===== src/sv/crc32w_pkg.sv =====
// ----------------------------------------------------------------------------
// crc32w_pkg
// Shared types, constants and the word-wide CRC update for the CRC-32 core.
// ----------------------------------------------------------------------------
package crc32w_pkg;

  localparam int unsigned WORD_W = 32;
  localparam int unsigned CRC_W  = 32;

  localparam logic [CRC_W-1:0] CRC_POLY = 32'h04C1_1DB7;
  localparam logic [CRC_W-1:0] CRC_INIT = 32'hFFFF_FFFF;

  typedef struct packed {
    logic [WORD_W-1:0] data_word;
    logic              last_word;
  } item_t;

  // Head of the queue as seen by the back end.
  typedef struct packed {
    logic  valid;
    item_t item;
  } q_head_t;

  // Write side of the queue, driven by the front end.
  typedef struct packed {
    logic  valid;
    item_t item;
  } q_push_t;

  // MSB-first CRC over one word. Linear in crc and word, so the unrolled
  // steps collapse into a flat XOR network per output bit.
  function automatic logic [CRC_W-1:0] absorb_word(logic [CRC_W-1:0] crc,
                                                   logic [WORD_W-1:0] word);
    logic [CRC_W-1:0] c;
    logic             fb;
    c = crc;
    for (int n = WORD_W - 1; n >= 0; n--) begin
      fb = c[CRC_W-1] ^ word[n];
      c  = {c[CRC_W-2:0], 1'b0} ^ (fb ? CRC_POLY : '0);
    end
    return c;
  endfunction

endpackage


===== src/sv/crc32w_if.sv =====
// ----------------------------------------------------------------------------
// crc32w_if
// Valid/ready channels for message words in and finished CRC values out.
// ----------------------------------------------------------------------------
interface crc32w_in_if;
  logic        valid;
  logic        ready;
  logic [31:0] data_word;
  logic        last_word;

  modport source (output valid, output data_word, output last_word, input ready);
  modport sink   (input valid, input data_word, input last_word, output ready);
endinterface

interface crc32w_out_if;
  logic        valid;
  logic        ready;
  logic [31:0] crc_value;

  modport source (output valid, output crc_value, input ready);
  modport sink   (input valid, input crc_value, output ready);
endinterface


===== src/sv/crc32w_front.sv =====
// ----------------------------------------------------------------------------
// crc32w_front
// Input stage: registers each word with its end-of-message flag and hands
// it to the queue.
// ----------------------------------------------------------------------------
module crc32w_front (
  input  logic                clk,
  input  logic                rst,
  crc32w_in_if.sink           in_ch,
  input  logic                full,
  output crc32w_pkg::q_push_t push
);

  logic               stage_valid;
  crc32w_pkg::item_t  stage;

  assign push.valid  = stage_valid && !full;
  assign push.item   = stage;
  assign in_ch.ready = !stage_valid || !full;

  always_ff @(posedge clk) begin
    if (rst) begin
      stage_valid <= 1'b0;
    end else if (in_ch.ready) begin
      stage_valid <= in_ch.valid;
    end
  end

  always_ff @(posedge clk) begin
    if (in_ch.ready && in_ch.valid) begin
      stage.data_word <= in_ch.data_word;
      stage.last_word <= in_ch.last_word;
    end
  end

endmodule


===== src/sv/crc32w_fifo.sv =====
// ----------------------------------------------------------------------------
// crc32w_fifo
// Short queue between the input stage and the CRC engine.
// ----------------------------------------------------------------------------
module crc32w_fifo #(
  parameter int unsigned DEPTH = 4
) (
  input  logic                clk,
  input  logic                rst,
  input  crc32w_pkg::q_push_t push,
  input  logic                pop,
  output logic                full,
  output crc32w_pkg::q_head_t head
);

  localparam int unsigned AW = (DEPTH > 1) ? $clog2(DEPTH) : 1;
  localparam int unsigned CW = $clog2(DEPTH + 1);

  crc32w_pkg::item_t mem [DEPTH];
  logic [AW-1:0]     wr_ptr;
  logic [AW-1:0]     rd_ptr;
  logic [CW-1:0]     count;
  logic [CW-1:0]     count_next;

  assign full       = (count == CW'(DEPTH));
  assign head.valid = (count != '0);
  assign head.item  = mem[rd_ptr];

  always_comb begin
    count_next = count;
    if (push.valid && !pop) begin
      count_next = count + CW'(1);
    end else if (pop && !push.valid) begin
      count_next = count - CW'(1);
    end
  end

  always_ff @(posedge clk) begin
    if (rst) begin
      wr_ptr <= '0;
      rd_ptr <= '0;
      count  <= '0;
    end else begin
      count <= count_next;
      if (push.valid) begin
        wr_ptr <= (wr_ptr == AW'(DEPTH - 1)) ? '0 : wr_ptr + AW'(1);
      end
      if (pop) begin
        rd_ptr <= (rd_ptr == AW'(DEPTH - 1)) ? '0 : rd_ptr + AW'(1);
      end
    end
  end

  always_ff @(posedge clk) begin
    if (push.valid) begin
      mem[wr_ptr] <= push.item;
    end
  end

endmodule


===== src/sv/crc32w_back.sv =====
// ----------------------------------------------------------------------------
// crc32w_back
// CRC engine: folds one word per cycle into the running CRC (a last word
// waits for a free output register) and registers each message's result.
// ----------------------------------------------------------------------------
module crc32w_back (
  input  logic                clk,
  input  logic                rst,
  input  crc32w_pkg::q_head_t head,
  output logic                pop,
  crc32w_out_if.source        out_ch
);

  logic [crc32w_pkg::CRC_W-1:0] running_crc;
  logic [crc32w_pkg::CRC_W-1:0] crc_next;
  logic                         out_valid;
  logic [crc32w_pkg::CRC_W-1:0] out_crc;

  assign crc_next = crc32w_pkg::absorb_word(running_crc, head.item.data_word);

  // A last word needs the output register free (or emptying this cycle).
  assign pop = head.valid && (!head.item.last_word || !out_valid || out_ch.ready);

  assign out_ch.valid     = out_valid;
  assign out_ch.crc_value = out_crc;

  always_ff @(posedge clk) begin
    if (rst) begin
      running_crc <= crc32w_pkg::CRC_INIT;
      out_valid   <= 1'b0;
    end else begin
      if (pop && head.item.last_word) begin
        out_valid <= 1'b1;
      end else if (out_ch.ready) begin
        out_valid <= 1'b0;
      end
      if (pop) begin
        if (head.item.last_word) begin
          running_crc <= crc32w_pkg::CRC_INIT;
        end else begin
          running_crc <= crc_next;
        end
      end
    end
  end

  always_ff @(posedge clk) begin
    if (pop && head.item.last_word) begin
      out_crc <= crc_next;
    end
  end

endmodule


===== src/sv/crc32_word_checksum_core.sv =====
// ----------------------------------------------------------------------------
// crc32_word_checksum_core
// CRC-32 (poly 0x04C11DB7, init all ones, MSB first, no final XOR) over
// messages of 32-bit words; one CRC value per message.
// ----------------------------------------------------------------------------
// Throughput: one word per cycle while the output does not hold back a last
//   word; the queue lets input and output stall independently.
// Path: a word passes the input stage register and the queue; the CRC is then registered at the output.
// Reset (synchronous, rst high): queue empty, no result pending, running
//   CRC back to all ones.
module crc32_word_checksum_core #(
  parameter int unsigned DEPTH = 4
) (
  input  logic          clk,
  input  logic          rst,
  crc32w_in_if.sink     in_ch,
  crc32w_out_if.source  out_ch
);

  crc32w_pkg::q_push_t push;
  crc32w_pkg::q_head_t head;
  logic                full;
  logic                pop;

  crc32w_front u_front (
    .clk   (clk),
    .rst   (rst),
    .in_ch (in_ch),
    .full  (full),
    .push  (push)
  );

  crc32w_fifo #(
    .DEPTH (DEPTH)
  ) u_fifo (
    .clk  (clk),
    .rst  (rst),
    .push (push),
    .pop  (pop),
    .full (full),
    .head (head)
  );

  crc32w_back u_back (
    .clk    (clk),
    .rst    (rst),
    .head   (head),
    .pop    (pop),
    .out_ch (out_ch)
  );

  a_no_push_when_full: assert property (@(posedge clk) disable iff (rst)
    !(push.valid && full))
    else $error("queue written while full");

  a_no_last_over_stall: assert property (@(posedge clk) disable iff (rst)
    !(pop && head.item.last_word && out_ch.valid && !out_ch.ready))
    else $error("result overwritten while output stalled");

  a_pop_needs_item: assert property (@(posedge clk) disable iff (rst)
    pop |-> head.valid)
    else $error("pop from empty queue");

  a_reset_clears_out: assert property (@(posedge clk)
    rst |=> !out_ch.valid)
    else $error("result pending after reset");

endmodule

===== src/flat_wrapper.sv =====
// flat-port wrapper written by rule: the top's interface ports become plain ports
module crc32_word_checksum_core_flat 
#(
  parameter int unsigned DEPTH = 4
)
  (clk, rst, in_ch_valid, in_ch_data_word, in_ch_last_word, in_ch_ready, out_ch_valid, out_ch_crc_value, out_ch_ready);
  crc32w_in_if in_ch_i ();
  crc32w_out_if out_ch_i ();
  input  logic clk;
  input  logic rst;
  input wire logic [$bits(in_ch_i.valid)-1:0] in_ch_valid;
  input wire logic [$bits(in_ch_i.data_word)-1:0] in_ch_data_word;
  input wire logic [$bits(in_ch_i.last_word)-1:0] in_ch_last_word;
  output wire logic [$bits(in_ch_i.ready)-1:0] in_ch_ready;
  output wire logic [$bits(out_ch_i.valid)-1:0] out_ch_valid;
  output wire logic [$bits(out_ch_i.crc_value)-1:0] out_ch_crc_value;
  input wire logic [$bits(out_ch_i.ready)-1:0] out_ch_ready;
  assign in_ch_i.valid = in_ch_valid;
  assign in_ch_i.data_word = in_ch_data_word;
  assign in_ch_i.last_word = in_ch_last_word;
  assign in_ch_ready = in_ch_i.ready;
  assign out_ch_valid = out_ch_i.valid;
  assign out_ch_crc_value = out_ch_i.crc_value;
  assign out_ch_i.ready = out_ch_ready;
  crc32_word_checksum_core #(.DEPTH(DEPTH)) u_core (.clk(clk), .rst(rst), .in_ch(in_ch_i), .out_ch(out_ch_i));
endmodule

===== config.mk =====
export PLATFORM = sky130hd
export DESIGN_NAME = crc32_word_checksum_core_flat
export DESIGN_NICKNAME = d
export VERILOG_FILES = /design/src/sv/crc32w_pkg.sv /design/src/sv/crc32w_if.sv /design/src/sv/crc32w_front.sv /design/src/sv/crc32w_fifo.sv /design/src/sv/crc32w_back.sv /design/src/sv/crc32_word_checksum_core.sv /design/src/flat_wrapper.sv
export SDC_FILE = /design/constraint.sdc
export NUM_CORES = 1
export LEC_CHECK = 0
export ABC_AREA = 1
export BUFFER_PORTS_ARGS = -buffer_cell sky130_fd_sc_hd__buf_2
export CORE_ASPECT_RATIO = 1.25
export CORE_MARGIN = 4
export CORE_UTILIZATION = 40
export DETAILED_ROUTE_END_ITERATION = 10
export GPL_ROUTABILITY_DRIVEN = 0
export PLACE_DENSITY = 0.56
export SLEW_MARGIN = 30
export SYNTH_ARGS = -nofsm -noshare
export SYNTH_HDL_FRONTEND = slang
export SYNTH_HIERARCHICAL = 1
export SYNTH_SLANG_ARGS = --single-unit

===== constraint.sdc =====
create_clock -name clk -period 5 [get_ports clk]
set_clock_uncertainty 0.2 [all_clocks]
set_input_delay 0.5 -clock clk [delete_from_list [all_inputs] [get_ports clk]]
set_output_delay 0.5 -clock clk [all_outputs]
set_load 0.05 [all_outputs]

==> out/metrics.csv, run 1 <==
stage,metric,value,unit
worst_setup_path,critical path class,flip-flop to flip-flop,
finish,final-stage net count,1835,
yosys,synthesized flop and latch total,240,
worst_setup_path,crit-path leading delay family,simple AND/OR/NAND/NOR gates,
yosys,syn_area_per_cell,8.37,um2
worst_setup_path,Worst EP arrival,4630,ps
global_routing,antenna violations before repair,0,
yosys,Synth Instances,1675,
sta,Max Fclk,220,MHz
routing,total vias in the final route,11300,
clock_network,Post-CTS Setup Repair Bufs,0,
clock_network,"Clk pin slew, worst setup/hold paths",60,ps
floorplanning,core area,34500,um2
sta,Final min period,4550,ps
yosys,yosys warns,6,
worst_setup_path,required time of the critical path,5080,ps
placement,worst slack at placement,372,ps
run,max capacitance violation total,0,
yosys,main area contributors after synthesis,"edfxtp_1 42%, nand2_1 15%, dfxtp_1 6.1%, nand3_1 5.5%, xor2_1 4.9%",
global_routing,aggregate global-route resource usage,20.3,%
floorplanning,Placement Rows,76,
clock_network,CTS Sinks,240,
sta,"Period Utilization, post-route",91.0,%
sta,unrepaired setup endpoints after global routing,false,
sta,"Hold Vio Cnt, Final",0,
yosys,Post-synth EDFFs,197,
routing,DR iter-0 viols,851,
floorplanning,die footprint,38100,um2
floorplanning,Starting Density,40.6,%
routing,Post-DRT Antenna Nets,0,
floorplanning,width of the chip,175,um
worst_setup_path,Buf/Inv on CP,4,
hold_path,worst hold path type,input pin to flip-flop,
routing,WL/cell,17.0,um
sta,max-slew violations,0,
clock_network,CTS root buffer,clkbuf_16,
yosys,most common cell in the netlist,nand2_1,
global_routing,GR Overflow Total,0,
yosys,Post-synth top flop,edfxtp_1,
sta,setup violators final,0,
worst_setup_path,CP max FO,66,
worst_setup_path,"Slowest-stage cell, CP",dfxtp_2,
finish,synthesis-to-finish area growth,15.2,%
routing,routed wire length,38600,um
floorplanning,Ports,71,
global_routing,first-pass GRT wire length,60300,um
placement,HPWL Detailed,29400,um
sta,Least-Margin Pin Slew,789,ps
sta,TNS Setup,0,ps
clock_network,TritonCTS Buffers,25,
finish,Antenna Cells,0,
finish,fillcell total,3369,
clock_network,CTS tree,built,
yosys,Synth Net Count,1719,
worst_setup_path,Worst Setup Start Kind,flip-flop,
yosys,Yosys cell types,39,
run_status,status,finished clean,
global_routing,vias in the first global route,11000,
yosys,cell area after synthesis,14000,um2
routing,Post-route DRC,0,
clock_network,CTS H-tree depth,1,
clock_network,worst skew pair latency,540,ps
yosys,post-synth top area share,42.2,%
worst_setup_path,CP endpoint kind,flip-flop,
sta,final setup margin,449,ps
yosys,cell accounting for the most synthesized area,edfxtp_1,
yosys,asr flop ratio synth,0,%
clock_network,CTS Buffer Depth,3,
floorplanning,Die H,217,um
worst_setup_path,CP max stage delay,360,ps
global_routing,pin count of the biggest net entering global routing,67,
yosys,Synth top cells by count,"563 x nand2_1, 197 x edfxtp_1, 154 x nand3_1, 133 x inv_1, 91 x nor2_1",
routing,Vias/cell,4.95,
yosys,register area share after synthesis,48.3,%
worst_setup_path,"most used cell, CP",nand2_1,
finish,share of layout cells above drive strength 1,17.6,%
placement,IO Port Bufs,70,
sta,worst hold margin,73.6,ps
sta,Slew HR,47.3,%
finish,"Core Util, Final",46.8,%
routing,First-pass DRT Iterations,5,
-- through the flow --
step / cells / instance area [um2]
global route: 2277 / 16200
finish: 2277 / 16200
detailed placement: 2198 / 14900
floorplan: 1675 / 14000
CTS: 2277 / 16100
global placement: 2197 / 14900
-- final timing paths --
path	from	end	slack, ps	cells after the start
worst min register to register	u_core/u_front/push[10]	u_core/u_fifo/mem[0][10]	290	0
worst min-delay path	in_ch_valid	u_core/u_front/stage_valid	70	3
worst max register to register	flip-flop	u_core/u_back/out_ch.crc_value[6]	450	27
worst max-delay path	flip-flop	u_core/u_back/out_ch.crc_value[6]	450	27
-- routing by layer --
layer / vias up / track usage (%) / wire length [um]
met3: 94 / 2.45 / 1890
met5: - / 0 / 0
met4: 0 / 11.1 / 2380
li1: 5688 / - / -
met1: 5156 / 25.0 / 16000
met2: 326 / 34.7 / 18300
-- worst register-to-register path, cell delays in order, from the launching register on --
cell	delay [ps]
dfxtp_2	360
buf_12	270
o21ai_0	170
o22ai_1	290
inv_1	100
nand2_1	100
nand2_1	210
nand2_1	150
nand2_1	140
nand2_4	110
inv_2	60
nor2_8	170
nand2_1	80
nand2_1	80
nand2_1	60
nand2_2	190
nand2_1	110
nand2_2	180
nand2_1	90
nand2_1	60
nand2_1	50
nand2_1	220
nand2_2	120
nand2_2	130
nand2_1	60
nand2_1	190
xor2_1	280
inv_1	80
-- registers in the layout, summed over array words and instances, names as in the netlist, named ones only --
register                        cells
u_core/u_back/out_ch.crc_value     32
u_core/u_back/out_ch.valid          1
u_core/u_back/running_crc          32
u_core/u_fifo/count                 3
u_core/u_fifo/mem                 132
u_core/u_fifo/rd_ptr                2
u_core/u_fifo/wr_ptr                2
u_core/u_front/push                33
u_core/u_front/stage_valid          1
-- repair_timing --
action,in CTS,in global routing
endpoints found under the hold margin,34,0
gates resized for setup,0,4
endpoints found under the setup margin,0,5
hold buffers,34,0
-- cell families (layout without fill, tap and decap cells) --
| family | count (synthesis) | in the layout | share of synthesized area, % |
|---|---|---|---|
| compound gates | 150 | 150 | 5.71 |
| fa+ha+maj | 7 | 7 | 0.678 |
| buf+inv | 197 | 331 | 5.93 |
| simple gates | 984 | 984 | 33.1 |
| xor+xnor | 97 | 97 | 6.27 |
| flops | 240 | 240 | 48.3 |
-- layout by cell type, fill, tap and decap left out, types with 12 or more instances in the layout --
cell | Yosys | layout
xor2_1 | 78 | 78
nand3_2 | 15 | 15
xnor2_1 | 15 | 15
o21ai_0 | 54 | 54
buf_2 | 9 | 70
nand2_4 | 33 | 33
buf_4 | 3 | 12
o22ai_1 | 33 | 31
inv_2 | 31 | 31
nand2_1 | 563 | 561
nor2_1 | 91 | 91
a21oi_1 | 37 | 36
inv_1 | 133 | 132
edfxtp_1 | 197 | 197
clkbuf_16 | 0 | 25
nand2_2 | 89 | 91
nand3_1 | 154 | 154
o21ai_1 | 23 | 23
dlygate4sd3_1 | 0 | 34
dfxtp_1 | 43 | 42
-- cell type report --
cell class	count	area, um2	share of cell area (%)
multi-input combinational	1238	6440	39.9
clock buffer	28	637	3.94
inverter	167	636	3.93
clock inverter	17	228	1.41
timing repair buffer	119	848	5.25
tap	468	586	3.62
sequential	240	6780	42.0
Power of run 1 is not shown: default switching activity piles up to over one toggle a cycle in this logic, so the estimate is an artifact.
==> inputs of run 2 (changes only) <==
- GPL_TIMING_DRIVEN: unset -> 0
- PLACE_DENSITY: 0.56 -> 0.53
==> run 2 against run 1 <==
Effect of this change:
- maximum frequency shrank 2.0%
- die area is the same
- count of clock-buffer cells in the layout grew 1
- critical path depth shrank 1
- critical endpoint is now u_core/u_back/out_ch.crc_value[27]
- via count grew 1.2%
- global-route usage grew 0.60 points
- setup slack lost 93 ps
==> out/metrics.csv, run 2 (same netlist as run 1, synthesis figures left out) <==
stage,metric,value,unit,change
global_routing,antenna violations before repair,0,,unchanged
run_status,status,finished clean,,
routing,routed wire length,39800,um,+2.9%
global_routing,pin count of the biggest net entering global routing,34,,-49%
routing,WL/cell,17.3,um,+2.2%
worst_setup_path,critical path class,flip-flop to flip-flop,,
floorplanning,die footprint,38100,um2,unchanged
hold_path,worst hold path type,input pin to flip-flop,,
worst_setup_path,Worst EP arrival,4690,ps,+60 ps
placement,IO Port Bufs,70,,unchanged
floorplanning,width of the chip,175,um,unchanged
finish,most frequent cells in the layout,"562 x nand2_1, 197 x edfxtp_1, 154 x nand3_1",,
floorplanning,Ports,71,,unchanged
finish,max reg flops,132,,unchanged
placement,HPWL Detailed,31000,um,+5.5%
global_routing,vias in the first global route,10800,,-0.97%
floorplanning,Die H,217,um,unchanged
sta,setup violators final,0,,unchanged
finish,final-stage net count,1854,,+1.0%
finish,fin area,16200,um2,+0.53%
sta,Least-Margin Pin Slew,645,ps,-144 ps
worst_setup_path,flop2flop setup slack,360,ps,-90 ps
finish,Largest Register,u_core/u_fifo/mem,,
finish,"most common cell after layout, fill and taps aside",nand2_1,,
run,max capacitance violation total,0,,unchanged
global_routing,first-pass GRT wire length,61500,um,+2.0%
hold_path,Hold Path Depth,2,,-1
sta,TNS Setup,0,ps,unchanged
sta,"Hold Vio Cnt, Final",0,,unchanged
clock_network,CTS H-tree depth,1,,unchanged
finish,fillcell total,3351,,-0.53%
sta,"Period Utilization, post-route",92.9,%,+1.9 points
clock_network,TritonCTS Buffers,25,,unchanged
floorplanning,Placement Rows,76,,unchanged
sta,unrepaired setup endpoints after global routing,false,,
clock_network,CTS tree,built,,
clock_network,Post-CTS Setup Repair Bufs,0,,unchanged
routing,total vias in the final route,11400,,+1.2%
worst_setup_path,required time of the critical path,5050,ps,-30 ps
worst_setup_path,CP max FO,10,,-85%
clock_network,"Clk pin slew, worst setup/hold paths",60,ps,about the same
sta,Slew HR,56.6,%,+9.3 points
placement,placed cell areas,15100,um2,+0.93%
routing,First-pass DRT Iterations,5,,unchanged
routing,DR iter-0 viols,718,,-16%
floorplanning,core area,34500,um2,unchanged
worst_setup_path,Worst Setup Start Kind,flip-flop,,
clock_network,CTS root buffer,clkbuf_16,,
hold_path,WHS Endpoint,u_core/u_front/stage_valid,,
worst_setup_path,worst r2r path cells,26,,-3.7%
floorplanning,Starting Density,40.6,%,unchanged
clock_network,worst skew pair latency,530,ps,about the same
sta,Max Fclk,215,MHz,-2.0%
routing,Vias/cell,4.97,,+0.47%
sta,max-slew violations,0,,unchanged
routing,Post-DRT Antenna Nets,0,,unchanged
finish,synthesis-to-finish area growth,15.8,%,
finish,Antenna Cells,0,,unchanged
hold_path,hold_sp,rst,,
worst_setup_path,CP endpoint kind,flip-flop,,
global_routing,aggregate global-route resource usage,20.9,%,+0.60 points
global_routing,GR Overflow Total,0,,unchanged
clock_network,CTS Buffer Depth,3,,unchanged
sta,Final min period,4640,ps,+93.2 ps
worst_setup_path,endpoint of the worst register-to-register path,u_core/u_back/out_ch.crc_value[27],,
clock_network,CTS Sinks,240,,unchanged
finish,share of layout cells above drive strength 1,18.4,%,+0.78 points
routing,Post-route DRC,0,,unchanged
[run 2: cell count changes in the layout (fill, tap and decap cells not counted), moves of 2 or more]
cell,change
buf_4,-9
buf_2,+8
buf_6,+8
clkbuf_1,+7
inv_2,+5
inv_1,-4
clkbuf_2,+3
bufinv_16,-2
clkinv_1,-2
[run 2: what timing repair did]
| action | 4_1_cts | 5_1_grt |
|---|---|---|
| endpoints found under the setup margin | 0 | 43 |
| endpoints found under the hold margin | 33 | 0 |
| gates resized for setup | 0 | 9 |
| hold buffers | 33 | 0 |
[run 2: worst max-delay path by stage]
stage                    from                                  to  slack (ps)  cells after the start
CTS                 flip-flop  u_core/u_back/out_ch.crc_value[28]          90                     25
floorplan           flip-flop  u_core/u_back/out_ch.crc_value[29]        1460                     27
finish              flip-flop  u_core/u_back/out_ch.crc_value[27]         360                     26
detailed placement  flip-flop  u_core/u_back/out_ch.crc_value[28]         100                     25
global route        flip-flop   u_core/u_back/out_ch.crc_value[6]         0.3                     28
global placement    flip-flop  u_core/u_back/out_ch.crc_value[28]         210                     25
[run 2: per-layer routing]
metal	GRT usage, %	up-vias	wire length [um]	share of wire, %
li1	-	5729	-	-
met1	25.2	5277	16100	40
met2	37.2	304	19800	50
met3	2.29	86	1770	4.5
met4	9.96	0	2150	5.4
met5	0	-	0	0
[run 2: per-stage QoR]
step | util (%) | instances | setup WS [ps] | hold WS [ps]
2_1_floorplan | - | 1675 | 1460 | 255
6_report | 47.1 | 2293 | 356 | 5.71
4_1_cts | 47.0 | 2293 | 87.7 | 5.23
3_5_place_dp | 43.7 | 2218 | 104 | 287
5_1_grt | 47.1 | 2293 | 0.269 | 9.94
3_3_place_gp | 43.3 | 2213 | 208 | 269
[run 2: critical path, cell delays in order, from the launching register on]
cell and delay [ps]:
dfxtp_1 430, buf_6 200, buf_4 210, nor2_1 80, o22ai_2 240, inv_1 100
nand2_1 90, nand2_2 130, nand2_2 180, nand2_4 150, nand2_4 120, inv_2 60
nor2_8 170, nand2_1 70, nand2_1 100, nand2_1 70, nand2_2 170, nand2_1 110
nand2_2 170, nand2_1 90, nand2_1 60, nand2_1 40, nand2_1 210, nand2_1 100
nand2_1 220, nor2_1 80, nor2_1 500
[run 2: area by class of cell]
cell class	count	area [um2]	area share, %
Inverter	167	634	3.91
Multi-Input combinational cell	1238	6460	39.8
Tap cell	468	586	3.60
Buffer	30	201	1.24
Timing Repair Buffer	108	783	4.82
Clock inverter	13	153	0.940
Clock buffer	29	651	4.01
Sequential cell	240	6780	41.7
Power of run 2 is left out for the same reason.
==> inputs of run 3 (changes only) <==
- ABC_AREA: 1 -> unset
- SKIP_CTS_REPAIR_TIMING: unset -> 1
==> run 3 against run 2 <==
Effect of this change:
- flip-flop and latch count unchanged
- core utilization up 4.7 points
- synthesized cell count down 58%
- critical path depth down 12
- via count down 46%
- sequential share of layout area up 4.3 points
- setup slack worse by 300 ps
- register-to-register slack worse by 300 ps
- global-route usage down 5.4 points
- final area down 9.3%
- non-clock buffer count up 62
==> out/metrics.csv, run 3 <==
stage,metric,value,unit,change
global_routing,GR Overflow Total,0,,unchanged
finish,share of layout cells above drive strength 1,32.9,%,+14 points
clock_network,TritonCTS Buffers,25,,unchanged
global_routing,vias in the first global route,6095,,-44%
worst_setup_path,required time of the critical path,5180,ps,+130 ps
yosys,cell accounting for the most synthesized area,edfxtp_1,,
sta,Least-Margin Pin Slew,709,ps,+64.1 ps
finish,"Core Util, Final",51.7,%,+4.7 points
clock_network,CTS root buffer,clkbuf_16,,
global_routing,antenna violations before repair,0,,unchanged
global_routing,pin count of the biggest net entering global routing,28,,-18%
finish,"most common cell after layout, fill and taps aside",edfxtp_1,,
clock_network,CTS H-tree depth,1,,unchanged
hold_path,worst hold path type,input pin to flip-flop,,
run,max capacitance violation total,0,,unchanged
sta,Slew HR,52.5,%,-4.2 points
yosys,Synth top cells by count,"197 x edfxtp_1, 161 x xnor2_1, 51 x xor2_1, 43 x dfxtp_1, 39 x nor2_1",,
floorplanning,Placement Rows,69,,-9.2%
routing,Post-route DRC,0,,unchanged
yosys,Post-synth EDFFs,197,,unchanged
clock_network,CTS tree,built,,
placement,HPWL Detailed,18500,um,-40%
global_routing,aggregate global-route resource usage,15.5,%,-5.4 points
floorplanning,Ports,71,,unchanged
floorplanning,Starting Density,40.6,%,-0.050 points
worst_setup_path,Worst Setup Start Kind,flip-flop,,
finish,synthesis-to-finish area growth,27.5,%,
clock_network,worst skew pair latency,520,ps,about the same
yosys,Yosys cell types,38,,-2.6%
floorplanning,width of the chip,160,um,-8.8%
yosys,synthesized flop and latch total,240,,unchanged
finish,Antenna Cells,0,,unchanged
routing,Post-DRT Antenna Nets,0,,unchanged
finish,most frequent cells in the layout,"197 x edfxtp_1, 136 x xnor2_1, 71 x buf_2",,
yosys,yosys warns,6,,unchanged
clock_network,CTS Buffer Depth,3,,unchanged
worst_setup_path,critical path class,flip-flop to flip-flop,,
sta,worst hold margin,74.8,ps,+69.1 ps
finish,Largest Register,u_core/u_fifo/mem,,
clock_network,CTS Sinks,240,,unchanged
sta,unrepaired setup endpoints after global routing,true,,
floorplanning,Die H,198,um,-8.9%
yosys,cell area after synthesis,11600,um2,-18%
routing,Vias/cell,4.78,,-3.8%
sta,"Period Utilization, post-route",99.0,%,+6.1 points
yosys,post-synth top area share,51.2,%,+9.0 points
yosys,Synth Net Count,740,,-57%
finish,final-stage net count,949,,-49%
sta,"Hold Vio Cnt, Final",0,,unchanged
clock_network,"Clk pin slew, worst setup/hold paths",70,ps,about the same
yosys,syn_area_per_cell,16.6,um2,+98%
yosys,asr flop ratio synth,0,%,unchanged
finish,max reg flops,132,,unchanged
routing,total vias in the final route,6116,,-46%
floorplanning,die footprint,31700,um2,-17%
sta,max-slew violations,0,,unchanged
yosys,main area contributors after synthesis,"edfxtp_1 51%, xnor2_1 12%, dfxtp_1 7.4%, xnor3_1 6.4%, mux4_2 5.8%",,
floorplanning,core area,28500,um2,-17%
sta,setup violators final,0,,unchanged
placement,IO Port Bufs,70,,unchanged
worst_setup_path,Worst EP arrival,5130,ps,+440 ps
worst_setup_path,CP endpoint kind,flip-flop,,
sta,TNS Setup,0,ps,unchanged
routing,routed wire length,25300,um,-36%
run_status,status,finished clean,,
routing,WL/cell,19.8,um,+14%
yosys,most common cell in the netlist,edfxtp_1,,
yosys,register area share after synthesis,58.6,%,+10 points
yosys,Post-synth top flop,edfxtp_1,,
sta,Max Fclk,202,MHz,-6.1%
sta,Final min period,4950,ps,+304 ps
global_routing,first-pass GRT wire length,37500,um,-39%
yosys,Synth Instances,696,,-58%
routing,First-pass DRT Iterations,4,,-1
routing,DR iter-0 viols,301,,-58%
worst_setup_path,CP max FO,10,,unchanged
## run 3: logic make-up (layout without fill, tap and decap cells)
| group | count (synthesis) | after routing | share of synthesized area (%) |
|---|---|---|---|
| muxes | 37 | 37 | 6.87 |
| AOI/OAI and AO/OA | 27 | 27 | 1.57 |
| adders and majority gates | 7 | 7 | 0.823 |
| buffers and inverters | 24 | 252 | 1.30 |
| xor gates and xnor gates | 275 | 275 | 27.6 |
| DFF | 240 | 240 | 58.6 |
| and+or+nand+nor | 86 | 86 | 3.26 |
## run 3: final timing paths
check | start | slack (ps) | end | cells after the start
worst min register to register | u_core/u_front/push[18] | 290 | u_core/u_fifo/mem[0][18] | 0
worst max register to register | flip-flop | 50 | u_core/u_back/running_crc[11] | 14
worst max-delay path | flip-flop | 50 | u_core/u_back/running_crc[11] | 14
worst min-delay path | rst | 70 | u_core/u_front/stage_valid | 2
## run 3: layout make-up
type / count / area, um2
flip-flops and latches: 240 / 6780
inverters: 6 / 22.5
repair buffers: 183 / 1430
fillers: 2304 / 13700
multi-input cells: 432 / 5150
well taps: 355 / 444
clock buffers: 32 / 672
plain buffers: 17 / 130
clock inverters: 14 / 115
## run 3: critical path, cell delays in order, from the launching register on
cell and delay [ps]:
dfxtp_1 320, buf_6 150, buf_12 150, mux4_2 590, xnor2_4 330, xnor3_2 430
xnor3_2 540, xnor2_4 280, xnor3_2 350, xor3_2 570, xnor2_4 300, buf_4 150
xnor3_1 240, nor2_1 100, o21ai_1 70
## run 3: metrics by stage
| stage | cell area [um2] | setup WS, ps | instances |
|---|---|---|---|
| detailed placement | 12500 | -1010 | 1127 |
| finish | 14700 | 51.6 | 1279 |
| global placement | 12400 | -1010 | 1121 |
| floorplan | 11600 | 290 | 696 |
| global route | 14700 | -82.9 | 1279 |
| CTS | 13300 | -1030 | 1173 |
## run 3: metal layers
layer	track usage [%]	share of wire (%)
met1	19.5	42
met2	27.4	51
met3	2.85	4.3
met4	4.91	3.2
met5	0	0
Power of run 3 is left out for the same reason.
